<file path="src/rtl/assert_macros.svh">
// Assertion helpers used by vec4_normalize_core.
`ifndef ASSERT_MACROS_SVH
`define ASSERT_MACROS_SVH

// cond must hold on every clock while out of reset
`define ASSERT_ALWAYS(label, clk, rst_n, cond) \
	label: assert property (@(posedge clk) disable iff (!(rst_n)) (cond)) \
		else $error("%m: %s failed", "label");

// ante implies cons on the same clock
`define ASSERT_IMPLIES(label, clk, rst_n, ante, cons) \
	label: assert property (@(posedge clk) disable iff (!(rst_n)) (ante) |-> (cons)) \
		else $error("%m: %s failed", "label");

`endif

</file>
<file path="src/rtl/vnrm_pkg.sv">
package vnrm_pkg;

	localparam int COMP_W    = 16;
	localparam int FRAC_W    = 14;
	localparam int UNIT_W    = FRAC_W + 2;
	localparam int MAG_W     = COMP_W + 1;
	localparam int SQ_W      = 2 * COMP_W - 1;
	localparam int SUM_W     = SQ_W + 2;
	localparam int REM_W     = SUM_W + 1;
	localparam int QUO_W     = 2 * FRAC_W + 1;
	localparam int DIV_STEPS = QUO_W;
	localparam int LANES     = 4;
	localparam int RAD_W     = 34;
	localparam int ROOT_W    = RAD_W / 2;
	localparam int SREM_W    = ROOT_W + 2;
	localparam int SQ_STEPS  = ROOT_W;
	localparam int SQ_LANES  = LANES + 1;

	typedef struct packed {
		logic                         valid;
		logic                         zero;
		logic [LANES-1:0]             neg;
		logic [SUM_W-1:0]             sum;
		logic [LANES-1:0][REM_W-1:0]  rem;
		logic [LANES-1:0][QUO_W-1:0]  quo;
	} div_word_t;

	typedef struct packed {
		logic [RAD_W-1:0]  rad;
		logic [SREM_W-1:0] rem;
		logic [ROOT_W-1:0] root;
	} sq_lane_t;

	typedef struct packed {
		logic                           valid;
		logic                           zero;
		logic [LANES-1:0]               neg;
		logic [SQ_LANES-1:0][$bits(sq_lane_t)-1:0] lane;
	} sq_word_t;

	// one digit of the shift-subtract square root, two radicand bits in
	function automatic sq_lane_t sqrt_step(sq_lane_t a);
		logic [SREM_W+1:0] ext;
		logic [SREM_W+1:0] trial;
		sq_lane_t r;
		ext = {a.rem, a.rad[RAD_W-1 -: 2]};
		trial = {2'b00, a.root, 2'b01};
		r.rad = {a.rad[RAD_W-3:0], 2'b00};
		if (ext >= trial) begin
			r.rem = SREM_W'(ext - trial);
			r.root = {a.root[ROOT_W-2:0], 1'b1};
		end else begin
			r.rem = ext[SREM_W-1:0];
			r.root = {a.root[ROOT_W-2:0], 1'b0};
		end
		return r;
	endfunction

endpackage

</file>
<file path="src/rtl/vnrm_sqrt_cell.sv">
// One root digit for each of the four unit lanes and the length lane.
module vnrm_sqrt_cell (
	input  logic                clk,
	input  logic                arst_n,
	input  logic                en,
	input  vnrm_pkg::sq_word_t  s_in,
	output vnrm_pkg::sq_word_t  s_out
);

	vnrm_pkg::sq_word_t nxt;
	vnrm_pkg::sq_word_t word_q;
	logic               valid_q;

	always_comb begin
		nxt = s_in;
		for (int i = 0; i < vnrm_pkg::SQ_LANES; i++) begin
			nxt.lane[i] = vnrm_pkg::sqrt_step(vnrm_pkg::sq_lane_t'(s_in.lane[i]));
		end
	end

	always_ff @(posedge clk or negedge arst_n) begin
		if (!arst_n) begin
			valid_q <= 1'b0;
		end else if (en) begin
			valid_q <= s_in.valid;
		end
	end

	always_ff @(posedge clk) begin
		if (en) begin
			word_q <= nxt;
		end
	end

	always_comb begin
		s_out = word_q;
		s_out.valid = valid_q;
	end

endmodule

</file>
<file path="config.mk">
export PLATFORM = sky130hd
export DESIGN_NAME = vnrm_sqrt_cell
export DESIGN_NICKNAME = d
export VERILOG_FILES = /design/src/rtl/assert_macros.svh /design/src/rtl/vnrm_pkg.sv /design/src/rtl/vnrm_sqrt_cell.sv
export SDC_FILE = /design/constraint.sdc
export NUM_CORES = 1
export LEC_CHECK = 0
export BUFFER_PORTS_ARGS = -buffer_cell sky130_fd_sc_hd__buf_2
export CAP_MARGIN = 20
export CORE_AREA = 4 4 278 280
export DETAILED_ROUTE_END_ITERATION = 7
export DIE_AREA = 0 0 282 284
export HOLD_SLACK_MARGIN = 0.03
export PLACE_DENSITY = 0.54
export SLEW_MARGIN = 20
export SYNTH_ARGS = -nofsm -noshare
export SYNTH_HDL_FRONTEND = slang
export SYNTH_SLANG_ARGS = --single-unit
</file>
<file path="constraint.sdc">
create_clock -name clk -period 1.3 [get_ports clk]
set_clock_uncertainty 0.2 [all_clocks]
set_input_delay 0 -clock clk [delete_from_list [all_inputs] [get_ports clk]]
set_output_delay 0 -clock clk [all_outputs]
set_load 0.01 [all_outputs]
</file>
==> flow_summary.yaml <==
status:
  status: "finished, violations left"
  failed_checks: "hold timing, setup timing"
global_route:
  gr-total-overflow: 0
  grt_max_degree: 31
  antenna_found_initial: 16
  grt_use_total_pct: 17.2
  grt_pass1_vias: 17900
  grt_pass1_wl_microns: 107000
synthesis:
  ys_ff_latch: 346
  synth.distinct_cells: 78
  synth.most_common_cell: "edfxtp_1"
  ys_top_cells_by_area: "edfxtp_1, ha_1, a21oi_1, inv_1, xnor2_1"
  ys_warn_count: 0
  yosys.area.top_type_share_pct: 63.0
  syn_area_sq_um: 16400
  ys_async_sr_fraction_pct: 0.289
  yosys-top-cells-count: "edfxtp_1, inv_1, a21oi_1"
  netlist.top_cell.by_area: "edfxtp_1"
  avgSynthCellArea_sq_um: 13.1
  synthFlopType: "edfxtp_1"
  seq_area_frac_synth_pct: 63.2
  synth-edff-count: 345
  syn_inst: 1257
cts:
  htree_levels: 2
  cts-buffers-inserted: 42
  clk_pin_slew_worst_paths_ns: 0.06
  root_buffer: "clkbuf_16"
  numClockSinks: 346
  clock_path_buffers: 3
  cts_tree: "built"
  clkLatencyLatePin_ns: 0.56
detailed_routing:
  drt_pass1_iterations: 5
  vias: 16800
  wl_per_cell_microns: 19.0
  detail_route.vias_per_cell: 4.33
  drc: 0
  drt-total-wl_microns: 73700
  drt-initial-drc-count: 562
  postRouteAntennaNets: 0
placed_design:
  portBuffers: 704
  pre_cts_ws_ns: -1.68
  routabilityCongestion: 0.856
  dp_hpwl_microns: 53100
worst_setup_path:
  critPathMaxFanout: 5
  cp.arrival_ns: 2.17
  rr_worst_depth: 1
  cp_data_required_time_ns: 1.41
  worst-setup-path-type: "in -> reg"
  end_kind: "flip-flop"
  start_kind: "input pin"
timing:
  fmax_ghz: 0.487
  min_period_ns: 2.05
  maxSlewViolCount: 0
  period_share_pct: 158
  setup_viol: 175
  hold_violations: 82
  final.setup.worst_slack_ns: -0.754
  tns_ns: -55.68
  rsz0062_at_grt: "true"
  tightest_slew_ns: 0.549
  whs_ns: -0.589
  slew_headroom_pct: 63.3
floorplan:
  boundaryPins: 715
  die-area_sq_um: 80100
  initial_core_util_pct: 22.1
  core_sq_um: 74400
  fp.dieW_microns: 282
  num_rows: 100
  die_h_microns: 284
power_and_ir_drop:
  power.switching_mw: 10.2
  p_int_mw: 26.9
  comb_power_share_pct: 28.3
  p_per_area_nw_per_um2: 1100
  power_frac_clock_pct: 33.7
  p_leak_nw: 14.4
  p_sw_share_pct: 27.5
  ir_worst_vdd_mv: 1.07
  seqPwrFrac_pct: 38.0
final_layout:
  regArea_sq_um: 10400
  multi_input_area_sq_um: 7520
  fill_cells: 6570
  drive_gt1_share_pct: 51.8
  finalNetCount: 3317
  synthToLayoutAreaGrowth_pct: 105
min_path:
  whs_path_depth: 1
  hold_path_class: "in -> reg"
job:
  max-cap-violations: 0
[logic make-up after synthesis]
kind of cell | synth area share (%)
AO/OA/AOI/OAI | 11.5
AND/OR/NAND/NOR | 7.64
flip-flops | 63.2
XOR/XNOR | 4.09
other | 0.0228
buffers and inverters | 4.08
adder cells (fa/ha/maj) | 7.23
multiplexers | 2.31
[cells in the final DEF (no fill, tap or decap), types with 43 or more instances in the layout]
| cell type | synthesis | routed |
|---|---|---|
| buf_2 | 5 | 611 |
| dlygate4sd3_1 | 0 | 503 |
| edfxtp_1 | 345 | 345 |
| buf_4 | 11 | 332 |
| buf_6 | 5 | 97 |
| inv_1 | 116 | 75 |
| ha_4 | 0 | 62 |
| a21oi_1 | 104 | 55 |
| nand2_1 | 61 | 45 |
| nor2_1 | 87 | 44 |
| a21oi_2 | 2 | 43 |
[cell type report]
type,instances,area share (%)
timing repair buffer,1590,37.2
sequential,346,30.9
multi-input combinational,767,22.3
tap,969,3.60
clock buffer,48,3.28
inverter,116,1.55
clock inverter,27,1.07
antenna,10,0.0743
[registers in the layout, summed over array words and instances (netlist names)]
signal and count:
s_out 345, valid_q 1
[path summary, 6_finish.rpt]
check                          start          to  slack [ns]
setup / recovery           s_in[146]  s_out[175]       -0.75
hold / removal             s_in[284]  s_out[285]       -0.59
min in group asynchronous     arst_n     valid_q        0.61
max in group asynchronous     arst_n     valid_q        0.16
setup reg to reg             valid_q     valid_q        0.26
hold reg to reg              valid_q     valid_q        0.42
[worst max-delay path, stage by stage]
cell and delay [ns]:
buf_2 0.17, inv_1 0.10, ha_4 0.25, a21o_1 0.17, a221o_1 0.32, a221o_2 0.38, nand2_2 0.08, o211a_4 0.21
buf_8 0.14, mux2_2 0.33
[power by group through the flow]
stage               Combinational [mW]  Sequential [mW]  Clock (mW)
floorplan                         3.00             14.8           0
global placement                  7.63             14.3           0
detailed placement                7.71             14.3           0
CTS                               9.80             14.1        12.9
global route                      11.2             14.2        13.4
finish                            10.5             14.1        12.5
[metal layers]
layer / share of wire [%] / wire length, microns / vias up / GRT usage, %
met1: 38 / 27900 / 8119 / 19.2
li1: - / - / 7900 / -
met2: 51 / 37500 / 585 / 31.5
met5: 0.072 / 53 / - / 0
met3: 6.8 / 5030 / 159 / 4.15
met4: 4.3 / 3200 / 8 / 6.40
[stage by stage]
step	hold WS [ns]	std cells	util [%]	power (mW)	cell area [sq um]
after detailed placement	-0.420	3227	32.9	22.0	24500
after global routing	-0.630	3870	45.2	38.8	33600
after global placement	-0.419	3227	32.9	21.9	24500
after floorplan	-0.496	1266	-	17.8	17500
final	-0.589	3873	45.2	37.1	33700
after CTS	-0.640	3803	43.3	36.7	32300
[what timing repair did]
| action | in CTS | in global routing |
|---|---|---|
| pin swaps | 82 | 83 |
| gates resized for setup | 328 | 215 |
| gates cloned | 9 | 0 |
| hold buffers | 454 | 52 |
| setup buffers | 38 | 29 |
| endpoints found under the setup margin | 427 | 436 |
| hold endpoints to repair | 691 | 121 |
Power figures use the tool's default switching activity.
