### src/rtl/assert_macros.svh
// Assertion helpers used by vec4_normalize_core.
`ifndef ASSERT_MACROS_SVH
`define ASSERT_MACROS_SVH

// cond must hold on every clock while out of reset
`define ASSERT_ALWAYS(label, clk, rst_n, cond) \
	label: assert property (@(posedge clk) disable iff (!(rst_n)) (cond)) \
		else $error("%m: %s failed", "label");

// ante implies cons on the same clock
`define ASSERT_IMPLIES(label, clk, rst_n, ante, cons) \
	label: assert property (@(posedge clk) disable iff (!(rst_n)) (ante) |-> (cons)) \
		else $error("%m: %s failed", "label");

`endif

### src/rtl/vnrm_pkg.sv
package vnrm_pkg;

	localparam int COMP_W    = 16;
	localparam int FRAC_W    = 14;
	localparam int UNIT_W    = FRAC_W + 2;
	localparam int MAG_W     = COMP_W + 1;
	localparam int SQ_W      = 2 * COMP_W - 1;
	localparam int SUM_W     = SQ_W + 2;
	localparam int REM_W     = SUM_W + 1;
	localparam int QUO_W     = 2 * FRAC_W + 1;
	localparam int DIV_STEPS = QUO_W;
	localparam int LANES     = 4;
	localparam int RAD_W     = 34;
	localparam int ROOT_W    = RAD_W / 2;
	localparam int SREM_W    = ROOT_W + 2;
	localparam int SQ_STEPS  = ROOT_W;
	localparam int SQ_LANES  = LANES + 1;

	typedef struct packed {
		logic                         valid;
		logic                         zero;
		logic [LANES-1:0]             neg;
		logic [SUM_W-1:0]             sum;
		logic [LANES-1:0][REM_W-1:0]  rem;
		logic [LANES-1:0][QUO_W-1:0]  quo;
	} div_word_t;

	typedef struct packed {
		logic [RAD_W-1:0]  rad;
		logic [SREM_W-1:0] rem;
		logic [ROOT_W-1:0] root;
	} sq_lane_t;

	typedef struct packed {
		logic                           valid;
		logic                           zero;
		logic [LANES-1:0]               neg;
		logic [SQ_LANES-1:0][$bits(sq_lane_t)-1:0] lane;
	} sq_word_t;

	// one digit of the shift-subtract square root, two radicand bits in
	function automatic sq_lane_t sqrt_step(sq_lane_t a);
		logic [SREM_W+1:0] ext;
		logic [SREM_W+1:0] trial;
		sq_lane_t r;
		ext = {a.rem, a.rad[RAD_W-1 -: 2]};
		trial = {2'b00, a.root, 2'b01};
		r.rad = {a.rad[RAD_W-3:0], 2'b00};
		if (ext >= trial) begin
			r.rem = SREM_W'(ext - trial);
			r.root = {a.root[ROOT_W-2:0], 1'b1};
		end else begin
			r.rem = ext[SREM_W-1:0];
			r.root = {a.root[ROOT_W-2:0], 1'b0};
		end
		return r;
	endfunction

endpackage

### src/rtl/vnrm_div_cell.sv
// One quotient bit of |c|^2 * 2^28 / S for every lane.
module vnrm_div_cell (
	input  logic                 clk,
	input  logic                 arst_n,
	input  logic                 en,
	input  vnrm_pkg::div_word_t  d_in,
	output vnrm_pkg::div_word_t  d_out
);

	vnrm_pkg::div_word_t nxt;
	vnrm_pkg::div_word_t word_q;
	logic                valid_q;

	always_comb begin
		logic                           ge;
		logic [vnrm_pkg::REM_W-1:0]     diff;
		nxt = d_in;
		for (int i = 0; i < vnrm_pkg::LANES; i++) begin
			ge = d_in.rem[i] >= {1'b0, d_in.sum};
			diff = ge ? d_in.rem[i] - {1'b0, d_in.sum} : d_in.rem[i];
			nxt.rem[i] = {diff[vnrm_pkg::REM_W-2:0], 1'b0};
			nxt.quo[i] = {d_in.quo[i][vnrm_pkg::QUO_W-2:0], ge};
		end
	end

	always_ff @(posedge clk or negedge arst_n) begin
		if (!arst_n) begin
			valid_q <= 1'b0;
		end else if (en) begin
			valid_q <= d_in.valid;
		end
	end

	always_ff @(posedge clk) begin
		if (en) begin
			word_q <= nxt;
		end
	end

	always_comb begin
		d_out = word_q;
		d_out.valid = valid_q;
	end

endmodule

### config.mk
export PLATFORM = sky130hd
export DESIGN_NAME = vnrm_div_cell
export DESIGN_NICKNAME = d
export VERILOG_FILES = /design/src/rtl/assert_macros.svh /design/src/rtl/vnrm_pkg.sv /design/src/rtl/vnrm_div_cell.sv
export SDC_FILE = /design/constraint.sdc
export NUM_CORES = 1
export LEC_CHECK = 0
export BUFFER_PORTS_ARGS = -buffer_cell sky130_fd_sc_hd__buf_2
export CORE_AREA = 2 2 225 227
export CTS_CLUSTER_SIZE = 28
export DETAILED_ROUTE_END_ITERATION = 16
export DIE_AREA = 0 0 227 229
export HOLD_SLACK_MARGIN = 0.08
export PLACE_DENSITY_LB_ADDON = 0.08
export SLEW_MARGIN = 20
export SYNTH_ARGS = -nofsm -noshare
export SYNTH_HDL_FRONTEND = slang
export SYNTH_SLANG_ARGS = --single-unit
### constraint.sdc
create_clock -name clk -period 0.9 [get_ports clk]
set_input_delay 0.045 -clock clk [delete_from_list [all_inputs] [get_ports clk]]
set_output_delay 0.045 -clock clk [all_outputs]
set_load 0.01 [all_outputs]
==> flow_summary.json <==
{
  "outcome": "finished with violations",
  "violations": "negative hold slack, negative setup slack",
  "dp_hpwl_um": 61300,
  "cts_max_level": 2,
  "crit_arrival_ns": 2.67,
  "drc_errors": 0,
  "grt_pass1_vias": 19918,
  "synth_edf_count": 286,
  "avgSynthCellArea_um2": 10.7,
  "drv_cap": 0,
  "setup_viol": 558,
  "cp_cell_sequence": "buf_8 -> clkinvlp_4 -> buf_4 -> buf_6 -> buf_6 -> ha_4 -> nor2b_4 -> o31a_1 -> o31ai_4 -> buf_6 -> o2bb2ai_4 -> a21oi_4 -> a31o_4 -> a41oi_2 -> xor2_1 -> o21ai_2",
  "clk_pin_slew_worst_paths_ns": 0.06,
  "syn_to_final_growth_pct": 94.2,
  "postSynth.asyncResetShare": 0.00348,
  "synth_flop_cell": "edfxtp_1",
  "grt_max_degree": 31,
  "viasPerCell": 5.02,
  "wire_per_inst_um": 21.8,
  "ir_drop_uv": 1170,
  "ant_nets": 0,
  "synthCells": 1607,
  "floorplan.initialDensity": 0.347,
  "yosys_warnings": 0,
  "cts_made_buffers": 34,
  "grt_use_total": 0.308,
  "path_delay_family": "compound AO/OA/AOI/OAI gates",
  "slew_headroom": 0.597,
  "die_w_um": 227,
  "hold_violations": 1,
  "sequentialPowerShare": 0.335,
  "cts-root-buf": "clkbuf_16",
  "p_sw_mw": 15.9,
  "io-pin-count": 585,
  "register_area_um2": 8610,
  "swShare": 0.309,
  "fmax_mhz": 419,
  "drive_gt1_frac": 0.536,
  "clock_sink_count": 287,
  "fin_util": 0.674,
  "core-area_um2": 49700,
  "antenna_found_initial": 7,
  "fin_nets": 3544,
  "syn-cell-area_um2": 17200,
  "endpoint_kind": "flop",
  "cts.path.max_buffers": 3,
  "tightestPinTransition_ns": 0.602,
  "internal-power_mw": 35.7,
  "critPathLaunchType": "input pin",
  "wl_um": 83100,
  "dr.first_iter.drc_count": 935,
  "setup_ws_ns": -1.49,
  "synth_seq_cells": 287,
  "num_rows": 82,
  "p_leak_nw": 15.0,
  "power_frac_comb": 0.383,
  "num_vias": 19137,
  "nFillCells": 3904,
  "slowest_delay_ns": 0.29,
  "dp.cells": 3332,
  "hold_slack_ns": -0.00177,
  "cts_tree": "built",
  "grt_pass1_wl_um": 120000,
  "clock_latency_ns": 0.52,
  "min_period_over_period": 2.65,
  "dieArea_um2": 52000,
  "final_cell_mix": "buf_4 (542), buf_2 (528), dlygate4sd3_1 (290)",
  "gp_congestion": 0.940,
  "layout.cells.non_filler": 3815,
  "fin_crit_ns": 2.39,
  "mostFrequentLayoutCell": "buf_4",
  "overflow": 0,
  "yosys.cell_types.count": 78,
  "place.port_buffers": 576,
  "worstPathRequired_ns": 1.18,
  "yosysSeqAreaShare": 0.500,
  "hp-class": "in -> reg",
  "clock_skew_ns": 0,
  "crit_buf_inv": 6,
  "multi_input_area_um2": 10300,
  "drt_pass1_iterations": 5,
  "critical_path.max_fanout": 4,
  "die_h_um": 229,
  "drv_slew": 0,
  "worst-setup-path-type": "in -> reg",
  "crit_top_cell": "buf_6",
  "cpMaxStageDelayCell": "o31a_1",
  "rsz0062_at_grt": "true",
  "clkPwrFrac": 0.282,
  "p_per_area_nw_per_um2": 1540
}
-- per-stage QoR --
step | setup TNS [ns] | hold slack (ns) | setup slack (ns) | power, mW | instance area, um^2
3_3_place_gp | -267.02 | -0.177 | -2.17 | 31.8 | 25200
5_1_grt | -306.82 | -0.0223 | -1.54 | 53.7 | 33500
2_1_floorplan | -199.96 | -0.251 | -1.69 | 24.0 | 17500
4_1_cts | -347.72 | -0.141 | -1.45 | 50.5 | 32300
3_5_place_dp | -271.91 | -0.178 | -2.18 | 31.8 | 25200
6_report | -282.03 | -0.00177 | -1.49 | 51.6 | 33500
-- sequential cells by signal, indices dropped and copies added (netlist names) --
register / cells
d_out: 286
valid_q: 1
-- metal layers --
layer,track usage,share of wire
met4,0.114,0.041
met2,0.560,0.51
met5,0,0
met3,0.0450,0.056
met1,0.363,0.39
-- kinds of logic after synthesis --
family	after synthesis	share of synthesized area
compound gates	527	0.194
xor+xnor	114	0.0580
other cells	1	0.000218
buf+inv	134	0.0324
simple gates	391	0.104
fa+ha+maj	136	0.101
flops	287	0.500
mux	17	0.0110
-- power groups by stage --
stage | Combinational, mW | Sequential [mW] | Clock (mW)
6_report | 19.8 | 17.3 | 14.6
5_1_grt | 21.1 | 17.4 | 15.3
4_1_cts | 18.4 | 17.2 | 14.8
3_5_place_dp | 14.4 | 17.4 | 0
3_3_place_gp | 14.3 | 17.5 | 0
2_1_floorplan | 5.74 | 18.2 | 0
-- worst min-delay path: stages --
cell and delay, ns:
buf_2 0.15, nor4_4 0.07, o21ai_2 0.15
-- cell type report --
type                            count  area share
Timing Repair Buffer             1534       0.366
Multi-Input combinational cell   1189       0.307
Sequential cell                   287       0.257
Clock buffer                       39      0.0266
Tap cell                          672      0.0251
Inverter                           68     0.00968
Clock inverter                     22     0.00804
Antenna cell                        4    0.000299
-- repair_timing --
item,CTS,global route
buffers inserted,87,43
hold endpoints to repair,342,50
pin swaps,165,126
endpoints found under the setup margin,423,710
gates resized for setup,502,215
gates cloned,17,3
hold buffers,286,5
-- synthesized netlist by cell type, types with 32 or more instances --
master    number  area, um^2
edfxtp_1     286        8590
nand2_1      190         713
o21ai_0      169         846
ha_1         132        1650
a21oi_1      126         631
a21o_1        71         533
inv_1         67         251
xnor2_1       65         569
nor2_1        64         240
xor2_1        49         429
clkbuf_1      42         158
nand4_1       32         200
-- final timing paths --
kind | startpoint | end | slack, ns | depth (start not counted)
max in group asynchronous | arst_n | valid_q | 0.44 | 3
max reg2reg | valid_q | valid_q | 0.16 | 1
max | d_in[253] | d_out[248] | -1.49 | 16
min in group asynchronous | arst_n | valid_q | 0.36 | 3
min reg2reg | valid_q | valid_q | 0.51 | 1
min | d_in[183] | d_out[181] | -0.002 | 3
(Power assumes the default switching activity.)
